$ cat src/gef_pkg.sv
// Shared types and constants for the 3x3 gradient edge filter.
// Used by the front end, the window queue, the back end and the top level.
package gef_pkg;

  localparam int NUM_CH        = 4;
  localparam int MAX_WIDTH_DEF = 2048;
  localparam int QUEUE_DEPTH   = 4;
  localparam int QCNT_W        = $clog2(QUEUE_DEPTH + 1);
  localparam int QPTR_W        = $clog2(QUEUE_DEPTH);

  // Operator codes
  localparam logic [1:0] MODE_ROBERTS = 2'd0;
  localparam logic [1:0] MODE_SOBEL   = 2'd1;
  localparam logic [1:0] MODE_PREWITT = 2'd2;
  localparam logic [1:0] MODE_LAPLACE = 2'd3;

  // Register indexes
  localparam logic [7:0] REG_EDGE_MODE     = 8'd0;
  localparam logic [7:0] REG_IMAGE_WIDTH   = 8'd1;
  localparam logic [7:0] REG_IMAGE_HEIGHT  = 8'd2;
  localparam logic [7:0] REG_CHANNEL_COUNT = 8'd3;

  // Register reset values
  localparam logic [1:0]  EDGE_MODE_RST     = MODE_SOBEL;
  localparam logic [11:0] IMAGE_WIDTH_RST   = 12'd640;
  localparam logic [11:0] IMAGE_HEIGHT_RST  = 12'd480;
  localparam logic [2:0]  CHANNEL_COUNT_RST = 3'd1;

  // Largest sum of squares whose rounded root still fits in eight bits
  localparam logic [21:0] SQ_SAT_LIMIT = 22'd65280;

  typedef struct packed {
    logic [1:0]  mode;
    logic [11:0] width;
    logic [11:0] height;
    logic [2:0]  nch;
  } cfg_t;

  // Window item: index 0 top row, 1 middle row, 2 bottom row
  typedef struct packed {
    logic [2:0][31:0] lft;
    logic [2:0][31:0] ctr;
    logic [2:0][31:0] rgt;
    logic [3:0]       lane_en;
    logic             interior;
    logic             frame_end;
  } win_item_t;

  typedef struct packed {
    logic [3:0][7:0] edge_val;
    logic            interior;
    logic            frame_end;
  } result_t;

endpackage

$ cat src/gef_back.sv
// Back end: operator arithmetic, bit-serial square root, result register.
// Depends on gef_pkg for the window item, result type and operator codes.
module gef_back (
  input  logic               clk,
  input  logic               rst,
  input  logic [1:0]         mode,
  input  logic               q_nonempty,
  input  gef_pkg::win_item_t q_item,
  output logic               q_pop,
  output logic               out_valid,
  output gef_pkg::result_t   out_res,
  input  logic               out_pop
);

  localparam logic [1:0] B_IDLE = 2'd0;
  localparam logic [1:0] B_SQR  = 2'd1;
  localparam logic [1:0] B_ROOT = 2'd2;
  localparam logic [1:0] B_DONE = 2'd3;

  logic [1:0] state;

  logic [3:0]  en;
  logic        interior;
  logic        frame_end;
  logic signed [10:0] gx [gef_pkg::NUM_CH];
  logic signed [10:0] gy [gef_pkg::NUM_CH];
  logic signed [10:0] gx_c [gef_pkg::NUM_CH];
  logic signed [10:0] gy_c [gef_pkg::NUM_CH];
  logic [15:0] lap_c [gef_pkg::NUM_CH];
  logic [15:0] v [gef_pkg::NUM_CH];
  logic [15:0] res [gef_pkg::NUM_CH];
  logic [3:0]  sat;
  logic [15:0] bitr;
  logic [3:0][7:0] final_c;
  logic        load_out;

  // Operator arithmetic on the queue head, one lane per channel
  always_comb begin
    logic signed [10:0] tl, ml, bl, tc, mc, bc, tr, mr, br;
    logic signed [10:0] lap;
    logic signed [10:0] alap;
    for (int k = 0; k < gef_pkg::NUM_CH; k++) begin
      tl = {3'b000, q_item.lft[0][8*k +: 8]};
      ml = {3'b000, q_item.lft[1][8*k +: 8]};
      bl = {3'b000, q_item.lft[2][8*k +: 8]};
      tc = {3'b000, q_item.ctr[0][8*k +: 8]};
      mc = {3'b000, q_item.ctr[1][8*k +: 8]};
      bc = {3'b000, q_item.ctr[2][8*k +: 8]};
      tr = {3'b000, q_item.rgt[0][8*k +: 8]};
      mr = {3'b000, q_item.rgt[1][8*k +: 8]};
      br = {3'b000, q_item.rgt[2][8*k +: 8]};
      unique case (mode)
        gef_pkg::MODE_ROBERTS: begin
          gx_c[k] = mc - bc;
          gy_c[k] = mc - mr;
        end
        gef_pkg::MODE_SOBEL: begin
          gx_c[k] = (tr + (mr <<< 1) + br) - (tl + (ml <<< 1) + bl);
          gy_c[k] = (tl + (tc <<< 1) + tr) - (bl + (bc <<< 1) + br);
        end
        default: begin
          gx_c[k] = (tr + mr + br) - (tl + ml + bl);
          gy_c[k] = (tl + tc + tr) - (bl + bc + br);
        end
      endcase
      lap  = (mc <<< 2) - tc - bc - ml - mr;
      alap = (lap < 0) ? -lap : lap;
      lap_c[k] = (alap > 11'sd255) ? 16'd255 : 16'(alap);
    end
  end

  // Round the root, saturate and mask disabled lanes
  always_comb begin
    logic [15:0] r;
    for (int k = 0; k < gef_pkg::NUM_CH; k++) begin
      r = (v[k] > res[k]) ? res[k] + 16'd1 : res[k];
      if (!en[k]) begin
        final_c[k] = 8'd0;
      end else if (sat[k]) begin
        final_c[k] = 8'd255;
      end else begin
        final_c[k] = r[7:0];
      end
    end
  end

  assign q_pop    = (state == B_IDLE) && q_nonempty;
  assign load_out = (state == B_DONE) && (!out_valid || out_pop);

  // Sequence one item through arithmetic and, for gradient modes, squares and root
  always_ff @(posedge clk) begin
    if (rst) begin
      state <= B_IDLE;
    end else begin
      unique case (state)
        B_IDLE: if (q_nonempty) begin
          state <= (mode == gef_pkg::MODE_LAPLACE) ? B_DONE : B_SQR;
        end
        B_SQR:  state <= B_ROOT;
        B_ROOT: if (bitr == 16'd1) begin
          state <= B_DONE;
        end
        B_DONE: if (load_out) begin
          state <= B_IDLE;
        end
        default: state <= B_IDLE;
      endcase
    end
  end

  // Lane datapath
  always_ff @(posedge clk) begin
    logic [21:0] px, py, sum;
    unique case (state)
      B_IDLE: if (q_nonempty) begin
        en        <= q_item.lane_en;
        interior  <= q_item.interior;
        frame_end <= q_item.frame_end;
        for (int k = 0; k < gef_pkg::NUM_CH; k++) begin
          gx[k]  <= gx_c[k];
          gy[k]  <= gy_c[k];
          res[k] <= lap_c[k];
          v[k]   <= 16'd0;
          sat[k] <= 1'b0;
        end
      end
      B_SQR: begin
        for (int k = 0; k < gef_pkg::NUM_CH; k++) begin
          px     = 22'(gx[k]) * 22'(gx[k]);
          py     = 22'(gy[k]) * 22'(gy[k]);
          sum    = px + py;
          sat[k] <= sum > gef_pkg::SQ_SAT_LIMIT;
          v[k]   <= sum[15:0];
          res[k] <= 16'd0;
        end
        bitr <= 16'h4000;
      end
      B_ROOT: begin
        for (int k = 0; k < gef_pkg::NUM_CH; k++) begin
          if (v[k] >= res[k] + bitr) begin
            v[k]   <= v[k] - (res[k] + bitr);
            res[k] <= (res[k] >> 1) + bitr;
          end else begin
            res[k] <= res[k] >> 1;
          end
        end
        bitr <= bitr >> 2;
      end
      default: ;
    endcase
  end

  // Result register
  always_ff @(posedge clk) begin
    if (rst) begin
      out_valid <= 1'b0;
    end else if (load_out) begin
      out_valid <= 1'b1;
    end else if (out_pop) begin
      out_valid <= 1'b0;
    end
  end

  always_ff @(posedge clk) begin
    if (load_out) begin
      out_res.edge_val  <= final_c;
      out_res.interior  <= interior;
      out_res.frame_end <= frame_end;
    end
  end

  a_root_bit_onehot: assert property (@(posedge clk) disable iff (rst)
    state == B_ROOT |-> $onehot(bitr))
    else $error("root trial bit is not one-hot");

  a_pop_only_idle: assert property (@(posedge clk) disable iff (rst)
    q_pop |=> state != B_IDLE)
    else $error("queue popped without starting an item");

endmodule

$ cat config.mk
export PLATFORM = sky130hd
export DESIGN_NAME = gef_back
export DESIGN_NICKNAME = d
export VERILOG_FILES = /design/src/gef_pkg.sv /design/src/gef_back.sv
export SDC_FILE = /design/constraint.sdc
export NUM_CORES = 2
export LEC_CHECK = 0
export BUFFER_PORTS_ARGS = -buffer_cell sky130_fd_sc_hd__buf_2
export CAP_MARGIN = 0
export CELL_PAD_IN_SITES_DETAIL_PLACEMENT = 0
export CELL_PAD_IN_SITES_GLOBAL_PLACEMENT = 1
export CORE_ASPECT_RATIO = 0.9
export CORE_MARGIN = 1
export CORE_UTILIZATION = 52
export DETAILED_ROUTE_END_ITERATION = 10
export PLACE_DENSITY = 0.89
export SYNTH_ARGS = -nofsm -noshare
export SYNTH_HDL_FRONTEND = slang
export SYNTH_SLANG_ARGS = --single-unit
$ cat constraint.sdc
create_clock -name clk -period 9.5 [get_ports clk]
set_input_delay 1.9 -clock clk [delete_from_list [all_inputs] [get_ports clk]]
set_output_delay 1.9 -clock clk [all_outputs]
set_load 0.01 [all_outputs]
==> results by group <==
Timing
  – Final Hold Vio Count: 0
  – Final setup TNS: 0 ns
  – Worst Skew: ~0.031 ns
  – Count of final setup violators: 0
  – Fmax: 0.133 GHz
  – Slew Limit Fails: 0
  – Max-slew headroom: 0.192
  – Worst-Margin Slew: ~1.2 ns
  – Tmin final: about 7.5 ns
  – RSZ-0062 raised after global routing: no
  – Crit share post-route: 0.790

Routing
  – ANT nets after route: 0
  – Routed wire per std cell: 19.8 µm
  – DR iter-0 viols: roughly 4.3k
  – DR pass1 iterations: 8
  – Remaining DRCs: 0
  – Vias: 57.7k
  – WL final: 211 mm
  – DR vias/cell: about 5.4

Clocking
  – Worst-path clk slew: 0.06 ns
  – Deepest clock path buffer count: 3
  – Hold-fix buffers at CTS: 0
  – # clock sinks: ~270
  – Root Driver: clkbuf_16
  – TritonCTS clock tree: done
  – Setup Fix Bufs, Post-CTS: 0
  – CTS Buf Count: 39
  – CTS H-tree lvls: 2
  – Resized cells post-CTS: 0
  – Clock Latency Late Sink: 0.62 ns

Logic synthesis
  – Post-synthesis sequential area ratio: 0.102
  – Syn Inst Count: around 8.4k
  – Seq cells post-synth: roughly 270
  – Predominant post-synthesis flop cell: edfxtp_1
  – Distinct cells, synth: 90
  – Mapped Area: approximately 79000 µm²
  – Syn. warnings: 0
  – Mapped Nets: between 10k and 15k
  – Post-synth EDFFs: about 270
  – Ys async rst share: 0
  – Mean Syn Cell Area: approximately 9.5 µm²

Critical path
  – R2r startpoint: gy[2][10]
  – Arr. time, crit path: between 7 and 8 ns
  – Critical path launch point: gy[2][10]
  – Kind of critical path: flop to flop
  – Crit-path max FO: 21
  – Flop-to-flop setup slack: about 2 ns
  – CP Launch Type: flop
  – Crit path capture type: flop
  – Required time worst endpoint: roughly 10 ns

Cells and area
  – Commonest non-fill, non-tap cell in the layout: inv_1
  – Fin nets: between 10k and 15k
  – Fin area: around 84000 µm²
  – Layout cell share with drive strength beyond 1: 0.0604
  – Filler cells: between 10k and 15k
  – Most frequent cells in the layout: inv_1, fa_1, ha_1
  – Reg area: between 8000 and 9000 µm²
  – Layout area overhead: 6.34%
  – Area of the multi-input gates: roughly 62000 µm²

Global routing
  – First-pass GRT wire length: around 340 mm
  – Antenna violations before repair: 50
  – Grt total ovfl: 0
  – Vias in the first global route: just over 60k
  – Largest net degree at the start of global routing: 70
  – GRT Overall Usage: 0.285

Placed design
  – IO buf count: about 340
  – RePlAce Congestion: between 0.9 and 1
  – HPWL Detailed: ~180 mm
  – Placed standard-cell area: 83000 µm²

Floorplanning
  – Horiz. Die Dim: 414 µm
  – Starting Density: 0.526
  – Row cnt: roughly 140
  – Core box area: 151000 µm²
  – I/O Pins: about 340
  – Die span in y: 372 µm
  – DIE AREA: roughly 150000 µm²

Min path
  – Hold Path Class: flop to flop
  – Worst Hold Launch: interior

Flow run
  – Max Cap Viol: 0

Status
  – Status: finished clean
## synthesized netlist by cell type (19+ instances only)
cell      number  area share
a211oi_1      69      0.0065
a21o_1       116       0.011
a21oi_1      342       0.022
a31o_2        27      0.0030
a31oi_1       53      0.0042
and2_1       142       0.011
and3_1        25      0.0020
buf_1         21     0.00099
clkbuf_1     145      0.0069
edfxtp_1     267        0.10
fa_1        1554        0.39
ha_1         862        0.14
inv_1       2243        0.11
mux2i_1       31      0.0039
nand2_1      459       0.022
nand2b_1      60      0.0047
nand3_1       93      0.0059
nand4_1       32      0.0025
nor2_1       311       0.015
nor2b_1      152       0.012
nor3_1        80      0.0051
nor4_1        21      0.0017
o211ai_1      19      0.0018
o21a_1        82      0.0078
o21ai_0      225       0.014
o21bai_1      86      0.0081
o31a_1        21      0.0023
o31ai_1       22      0.0021
or2_2         26      0.0021
or3_1         32      0.0025
xnor2_1      349       0.039
xor2_1       143       0.016
## cell families after synthesis
| group | count (synthesis) | share of synthesized area |
|---|---|---|
| fa+ha+maj | 2416 | 0.529 |
| compound gates | 1249 | 0.103 |
| simple gates | 1480 | 0.0910 |
| xor+xnor | 493 | 0.0546 |
| flops | 271 | 0.102 |
| buf+inv | 2418 | 0.115 |
| mux | 44 | 0.00576 |
## worst max-delay path: stages, from the launching register on
cell	delay, ns
edfxtp_1	0.79
nand2_1	0.23
inv_1	0.49
fa_1	0.51
inv_1	0.08
fa_1	0.43
fa_1	0.51
inv_1	0.05
fa_1	0.57
fa_1	0.44
fa_1	0.49
inv_1	0.05
fa_1	0.47
inv_1	0.04
ha_1	0.35
nor2_1	0.07
a211oi_1	0.40
a41o_1	0.32
a21oi_1	0.10
a221oi_1	0.30
o311ai_0	0.21
o41a_1	0.34
## state kept, by name (all words and copies together), names as in the netlist, 4 cells and up
name	flops
en	4
res	64
bitr	8
gx	44
sat	4
v	64
out_res	34
gy	44
## path summary, 6_finish.rpt
check                                  end  depth (start not counted)
worst max register to register      sat[2]                         21
worst min-delay path            out_res[1]                          0
worst max-delay path                sat[2]                         21
worst min register to register  out_res[1]                          0
## layer usage
metal,wire length [µm],GRT usage,share of wire
met1,92000,0.402,0.44
met2,97100,0.458,0.46
met3,15600,0.0466,0.074
met4,5790,0.0703,0.027
met5,261,0,0.0012
## per-stage QoR
step	utilization	setup slack (ns)	instances	hold WS, ns
floorplan	-	2.48	8371	0.400
global placement	0.550	2.19	10542	0.402
detailed placement	0.550	2.09	10542	0.406
CTS	0.558	2.04	10612	0.417
global route	0.559	1.52	10622	0.436
finish	0.559	1.99	10635	0.418
## final cells by class
| type | instances | area share |
|---|---|---|
| antenna | 23 | 0.000683 |
| tap | 1986 | 0.0295 |
| clock buffer | 43 | 0.0118 |
| clock inverter | 27 | 0.00312 |
| sequential | 271 | 0.0961 |
| timing repair buffer | 360 | 0.0222 |
| multi-input combinational | 5682 | 0.737 |
| inverter | 2243 | 0.0999 |
Power is not shown: default switching activity piles up to over one toggle a cycle in this logic, so the estimate is an artifact.
