--- src/gef_pkg.sv ---
// Shared types and constants for the 3x3 gradient edge filter.
// Used by the front end, the window queue, the back end and the top level.
package gef_pkg;

  localparam int NUM_CH        = 4;
  localparam int MAX_WIDTH_DEF = 2048;
  localparam int QUEUE_DEPTH   = 4;
  localparam int QCNT_W        = $clog2(QUEUE_DEPTH + 1);
  localparam int QPTR_W        = $clog2(QUEUE_DEPTH);

  // Operator codes
  localparam logic [1:0] MODE_ROBERTS = 2'd0;
  localparam logic [1:0] MODE_SOBEL   = 2'd1;
  localparam logic [1:0] MODE_PREWITT = 2'd2;
  localparam logic [1:0] MODE_LAPLACE = 2'd3;

  // Register indexes
  localparam logic [7:0] REG_EDGE_MODE     = 8'd0;
  localparam logic [7:0] REG_IMAGE_WIDTH   = 8'd1;
  localparam logic [7:0] REG_IMAGE_HEIGHT  = 8'd2;
  localparam logic [7:0] REG_CHANNEL_COUNT = 8'd3;

  // Register reset values
  localparam logic [1:0]  EDGE_MODE_RST     = MODE_SOBEL;
  localparam logic [11:0] IMAGE_WIDTH_RST   = 12'd640;
  localparam logic [11:0] IMAGE_HEIGHT_RST  = 12'd480;
  localparam logic [2:0]  CHANNEL_COUNT_RST = 3'd1;

  // Largest sum of squares whose rounded root still fits in eight bits
  localparam logic [21:0] SQ_SAT_LIMIT = 22'd65280;

  typedef struct packed {
    logic [1:0]  mode;
    logic [11:0] width;
    logic [11:0] height;
    logic [2:0]  nch;
  } cfg_t;

  // Window item: index 0 top row, 1 middle row, 2 bottom row
  typedef struct packed {
    logic [2:0][31:0] lft;
    logic [2:0][31:0] ctr;
    logic [2:0][31:0] rgt;
    logic [3:0]       lane_en;
    logic             interior;
    logic             frame_end;
  } win_item_t;

  typedef struct packed {
    logic [3:0][7:0] edge_val;
    logic            interior;
    logic            frame_end;
  } result_t;

endpackage

--- src/gef_queue.sv ---
// Short queue of window items between the front end and the back end.
// Depends on gef_pkg for the window item type and the queue depth.
module gef_queue (
  input  logic                       clk,
  input  logic                       rst,
  input  logic                       push,
  input  gef_pkg::win_item_t         item_in,
  input  logic                       pop,
  output gef_pkg::win_item_t         item_out,
  output logic                       nonempty,
  output logic [gef_pkg::QCNT_W-1:0] count
);

  gef_pkg::win_item_t slots [gef_pkg::QUEUE_DEPTH];
  logic [gef_pkg::QPTR_W-1:0] wr_ptr;
  logic [gef_pkg::QPTR_W-1:0] rd_ptr;

  // Store pushed items
  always_ff @(posedge clk) begin
    if (push) begin
      slots[wr_ptr] <= item_in;
    end
  end

  // Advance pointers and count
  always_ff @(posedge clk) begin
    if (rst) begin
      wr_ptr <= '0;
      rd_ptr <= '0;
      count  <= '0;
    end else begin
      if (push) begin
        wr_ptr <= wr_ptr + gef_pkg::QPTR_W'(1);
      end
      if (pop) begin
        rd_ptr <= rd_ptr + gef_pkg::QPTR_W'(1);
      end
      count <= count + gef_pkg::QCNT_W'(push) - gef_pkg::QCNT_W'(pop);
    end
  end

  assign item_out = slots[rd_ptr];
  assign nonempty = (count != '0);

  a_no_overflow: assert property (@(posedge clk) disable iff (rst)
    push && !pop |-> count < gef_pkg::QCNT_W'(gef_pkg::QUEUE_DEPTH))
    else $error("window queue overflow");

endmodule

--- config.mk ---
export PLATFORM = sky130hd
export DESIGN_NAME = gef_queue
export DESIGN_NICKNAME = d
export VERILOG_FILES = /design/src/gef_pkg.sv /design/src/gef_queue.sv
export SDC_FILE = /design/constraint.sdc
export NUM_CORES = 1
export LEC_CHECK = 0
export BUFFER_PORTS_ARGS = -buffer_cell sky130_fd_sc_hd__buf_2
export CAP_MARGIN = 15
export CORE_MARGIN = 4
export CORE_UTILIZATION = 55
export CTS_CLUSTER_SIZE = 24
export DETAILED_ROUTE_END_ITERATION = 16
export MAX_ROUTING_LAYER = met4
export PLACE_DENSITY_LB_ADDON = 0.25
export SLEW_MARGIN = 25
export SYNTH_ARGS = -nofsm -noshare
export SYNTH_HDL_FRONTEND = slang
export SYNTH_SLANG_ARGS = --single-unit
--- constraint.sdc ---
create_clock -name clk -period 9 [get_ports clk]
set_clock_uncertainty 0.15 [all_clocks]
set_input_delay 0.45 -clock clk [delete_from_list [all_inputs] [get_ports clk]]
set_output_delay 0.45 -clock clk [all_outputs]
set_load 0.05 [all_outputs]
==> impl_metrics.yaml, run 1 <==
pwr:
  leakage_nw: 18.6
  p_total_mw: 12.9
  p_per_area_nw_per_um2: 238
  ir_drop_mv: 0.216
drt:
  wl_um: 93200
  postRouteAntennaNets: 0
  vias_per_cell: 5.63
  drt-initial-drc-count: 1556
  drt_pre_antenna_iters: 5
  vias: 20748
  drc: 0
  wl_per_cell_um: 25.3
finish:
  syn2layout_area_growth_pct: 24.5
  n_fill_cell: 4642
  final_nets: 2840
  utilization_pct: 69.4
  layout-drive-gt1-share_pct: 35.6
worst_setup_path:
  path_cells: "buf_4 -> buf_12 -> mux4_1 -> buf_2"
  worstSetupStartpointType: "register"
  path_max_fanout: 120
  cp_top_family: "buffers and inverters"
  crit_cells: 4
  cp.arrival_ns: 4.02
  endpoint_kind: "output pin"
  crit_type: "reg -> out"
  path_buf_inv: 3
  cpMaxStageDelayCell: "mux4_1"
  r2r_cells: 5
  slowest_delay_ns: 0.76
  worstPathRequired_ns: 8.40
yosys:
  synth_nets: 1882
  async_flop_share_pct: 0
  synth_edf_count: 1176
  ys_seq_elements: 1185
  avgSynthCellArea_um2: 27.5
  synth.distinct_cells: 21
  netlist_top_cells_area: "edfxtp_1, mux4_1, mux4_2, buf_6, dfxtp_1"
  syn_inst: 1577
  synth_area_um2: 43400
  ys_warn_count: 0
  synth_top_area_share_pct: 81.4
  ys_seq_area_share_pct: 81.8
  synth_ff_type: "edfxtp_1"
  synth_top_area_cell: "edfxtp_1"
sta:
  final_hold_viol_count: 0
  finalCriticalPeriod_ns: 4.62
  fmax_mhz: 216
  fin_crit_sh_pct: 51.4
  worstMarginPinSlew_ns: 1.08
  rsz0062_at_grt: "false"
  drv_slew: 0
  setup-tns-final_ns: 0
  setup_viol: 0
  relSlewSlack_pct: 28.1
place:
  dp_hpwl_um: 53600
  gp_congestion: 0.796
  io_buffers: 595
floorplan:
  die_h_um: 289
  row_count: 102
  initial_utilization_pct: 55.8
  design.die.area_um2: 83500
  pin_count: 596
  coreArea_um2: 77800
  die_w_um: 289
status:
  status: "finished clean"
grt:
  grt_pass1_vias: 22127
  grt_start_max_net_pins: 153
  grt_pass1_wl_um: 138000
  overflow: 0
  antenna_found_initial: 12
  track_usage_pct: 22.9
clock_network:
  cts_max_path_buffers: 3
  numCtsBuffers: 112
  post-cts-setup-buffers: 0
  htree_num_levels: 3
  cts_hold_buffers: 296
  tritoncts: "yes"
  cts_root_buf: "clkbuf_16"
  clk_latency_ns: 0.65
  cts.clk_slew.worst_paths_ns: 0.06
  ctsResizeCount: 0
  clock_sinks: 1185
run:
  drv_cap: 0
min_path:
  hold_class: "in -> reg"
  holdPathStages: 3
## metrics by stage
stage               setup WS (ns)  hold WS [ns]  cells  cell area [µm²]
floorplan                   0.963         0.342   1577            43400
global placement             5.07         0.360   3164            47400
detailed placement           5.06         0.372   3164            47400
CTS                          4.32        0.0342   3667            54000
global route                 4.14        0.0664   3681            54000
finish                       4.38        0.0893   3682            54000
## state kept, by name, summed over array words and instances (netlist names), named ones only
name,count
slots,1176
count,3
rd_ptr,2
wr_ptr,2
## worst min-delay path, cell delays in order
cell     delay (ns)
buf_2          0.20
xnor2_1        0.11
nor2_1         0.07
## Yosys cell counts, types with 3 or more instances
master and n:
mux4_2 158, ha_1 6, nor2_1 5, dfxtp_1 9
buf_8 3, edfxtp_1 1176, mux4_1 136, buf_2 31
buf_6 27, inv_1 6, clkbuf_1 5, and2_1 4
## path summary, 6_finish.rpt
path                            slack, ns  startpoint       endpoint
worst max register to register       5.58   wr_ptr[0]  slots[0][121]
worst max-delay path                 4.38    register   item_out[50]
worst min register to register       0.36   rd_ptr[0]       register
worst min-delay path                 0.09        push      wr_ptr[0]
## report_power, final
group / switching, mW / total [mW] / internal (mW) / leakage [nW]
registers: 0.0718 / 6.42 / 6.35 / 10.9
logic: 1.27 / 1.84 / 0.567 / 5.93
clock network: 1.94 / 4.59 / 2.65 / 1.78
total: 3.28 / 12.9 / 9.57 / 18.6
## final cells by class
type                       instances  area, µm²  area share [%]
sequential                      1185      35500            65.7
multi-input combinational        320       7370            13.6
timing repair buffer             910       6190            11.5
clock buffer                     140       2930            5.42
tap                             1040       1300            2.41
clock inverter                    67        681            1.26
antenna                           14       35.0          0.0648
inverter                           6       22.5          0.0417
## layout by cell type, fill, tap and decap left out, types with 7 or more instances in the layout
cell,netlist,routed
buf_12,0,7
buf_2,31,595
buf_4,0,10
bufinv_16,0,12
clkbuf_1,5,27
clkbuf_16,0,113
clkinv_1,0,23
clkinv_2,0,26
dfxtp_1,9,7
diode_2,0,14
dlygate4sd3_1,0,296
edfxtp_1,1176,1176
mux4_1,136,136
mux4_2,158,158
## per-layer routing
| metal | global-route usage, % | routed length (µm) |
|---|---|---|
| met3 | 4.24 | 5520 |
| met1 | 28.0 | 34100 |
| met5 | - | 0 |
| met4 | 8.75 | 4130 |
| met2 | 38.5 | 49400 |
## kinds of logic after synthesis
| group | after synthesis | synth area share (%) |
|---|---|---|
| compound gates | 2 | 0.0346 |
| xor+xnor | 3 | 0.0951 |
| fa+ha+maj | 7 | 0.219 |
| buf+inv | 72 | 1.26 |
| flops | 1185 | 81.8 |
| mux | 295 | 16.5 |
| simple gates | 13 | 0.161 |
(Power assumes the default switching activity.)
==> run 2: changes to the inputs <==
--- a/config.mk
+++ b/config.mk
@@ -8,7 +8,7 @@
 export BUFFER_PORTS_ARGS = -buffer_cell sky130_fd_sc_hd__buf_2
 export CAP_MARGIN = 15
 export CORE_MARGIN = 4
-export CORE_UTILIZATION = 55
+export CORE_UTILIZATION = 52
 export CTS_CLUSTER_SIZE = 24
 export DETAILED_ROUTE_END_ITERATION = 16
 export MAX_ROUTING_LAYER = met4
==> constraint.sdc (replaced) <==
create_clock -name clk -period 4.1 [get_ports clk]
set_clock_uncertainty 0.15 [all_clocks]
set_input_delay 0.205 -clock clk [delete_from_list [all_inputs] [get_ports clk]]
set_output_delay 0.205 -clock clk [all_outputs]
set_load 0.05 [all_outputs]
==> impl_metrics.yaml, run 2 (synthesis gave the netlist of run 1 again) <==
grt:
  grt_pass1_wl_um: 145000
  overflow: 0
  grt_pass1_vias: 22306
  grt_start_max_net_pins: 73
  antenna_found_initial: 11
  track_usage_pct: 22.4
clock_network:
  clock_sinks: 1185
  tritoncts: "yes"
  numCtsBuffers: 116
  post-cts-setup-buffers: 0
  cts_root_buf: "clkbuf_16"
  clk_latency_ns: 0.67
  cts_max_path_buffers: 3
  htree_num_levels: 3
  cts.clk_slew.worst_paths_ns: 0.06
worst_setup_path:
  crit_type: "reg -> out"
  path_max_fanout: 31
  worstSetupStartpointType: "register"
  r2r_cells: 4
  cp.arrival_ns: 3.07
  worstPathRequired_ns: 3.74
  r2r_setup_slack_ns: 1.71
  r2r-start: "wr_ptr[0]"
  endpoint_kind: "output pin"
  r2r_end: "slots[0][106]"
place:
  placed_area_um2: 48000
  gp_congestion: 0.808
  dp_hpwl_um: 60200
  io_buffers: 595
pwr:
  p_per_area_nw_per_um2: 526
  leakage_nw: 19.0
  ir_drop_mv: 0.570
min_path:
  hp-start: "item_in[32]"
  hold_class: "in -> reg"
  hold_end: "slots[2][32]"
  holdPathStages: 2
floorplan:
  die_h_um: 297
  pin_count: 596
  row_count: 105
  coreArea_um2: 82400
  die_w_um: 297
  initial_utilization_pct: 52.7
  design.die.area_um2: 88200
sta:
  fmax_mhz: 292
  relSlewSlack_pct: 34.2
  drv_slew: 0
  fin_crit_sh_pct: 83.6
  rsz0062_at_grt: "false"
  setup-tns-final_ns: 0
  setup_viol: 0
  finalCriticalPeriod_ns: 3.43
  final_hold_viol_count: 0
  worstMarginPinSlew_ns: 0.987
finish:
  final_nets: 2885
  final_common_cell: "edfxtp_1"
  final_area_um2: 54900
  regMostFlops: "slots"
  syn2layout_area_growth_pct: 26.6
  largest_register_ffs: 1176
  reg_top3: "slots x1176, count x3"
  mostFrequentLayoutCells: "edfxtp_1, buf_2, dlygate4sd3_1, mux4_2, mux4_1"
  layout-drive-gt1-share_pct: 37.1
drt:
  drc: 0
  drt-initial-drc-count: 1524
  drt_pre_antenna_iters: 7
  wl_per_cell_um: 25.6
  wl_um: 96300
  vias: 21069
  vias_per_cell: 5.61
  postRouteAntennaNets: 0
run:
  drv_cap: 0
status:
  status: "finished clean"
==> run 2: cell count changes in the layout (fill, tap and decap cells not counted), sizes merged <==
cell	previous run	this run
clkinvlp	0	4
buf	614	653
clkbuf	140	141
dlygate4sd3	296	298
diode	14	9
bufinv	12	15
inv	10	11
==> run 2: per-stage QoR <==
step	util (%)	cells	hold slack, ns	worst slack (ns)	power, mW
6_report	66.7	3757	0.125	0.672	28.9
5_1_grt	66.7	3757	0.0886	0.467	29.9
4_1_cts	66.6	3747	0.0623	0.637	29.2
3_5_place_dp	58.3	3233	0.270	1.41	18.3
3_3_place_gp	58.3	3233	0.264	1.42	18.2
2_1_floorplan	-	1577	0.127	0.914	17.1
==> run 2: per-layer routing <==
| layer | share of wire [%] | global-route usage (%) | up-vias |
|---|---|---|---|
| met4 | 3.1 | 7.04 | 0 |
| met3 | 5.9 | 4.39 | 169 |
| met5 | 0 | - | - |
| li1 | - | - | 9060 |
| met2 | 53 | 38.0 | 794 |
| met1 | 38 | 27.6 | 11046 |
==> run 2: final cells by class <==
type,instances,area (µm²)
clock buffers,141,3090
fillers,5130,27400
repair buffers,951,6770
clock inverters,75,831
inverters,6,22.5
flip-flops and latches,1185,35500
diodes,9,22.5
multi-input cells,320,7370
well taps,1070,1340
==> run 2: timing repair <==
item | 4_1_cts | 5_1_grt
setup endpoints to repair | 0 | 0
gates resized for setup | 0 | 0
endpoints found under the hold margin | 1185 | 0
hold buffers | 298 | 0
==> run 2: worst max path at each step <==
| stage | start | endpoint | slack, ns |
|---|---|---|---|
| after floorplan | wr_ptr[0] | slots[2][0] | 0.91 |
| final | register | item_out[92] | 0.67 |
| after detailed placement | register | item_out[128] | 1.41 |
| after global placement | register | item_out[128] | 1.42 |
| after global routing | register | item_out[92] | 0.47 |
| after CTS | register | item_out[92] | 0.64 |
==> run 2: report_power, final <==
| group | internal (mW) | switching [mW] | total, mW |
|---|---|---|---|
| combinational | 1.31 | 2.83 | 4.14 |
| clock | 6.32 | 4.37 | 10.7 |
| sequential | 13.9 | 0.167 | 14.1 |
| total | 21.6 | 7.36 | 28.9 |
==> run 2: worst max-delay path, stage by stage (launching register included) <==
cell and delay, ns:
dfxtp_4 0.86, buf_4 0.54, mux4_1 0.70, buf_2 0.25
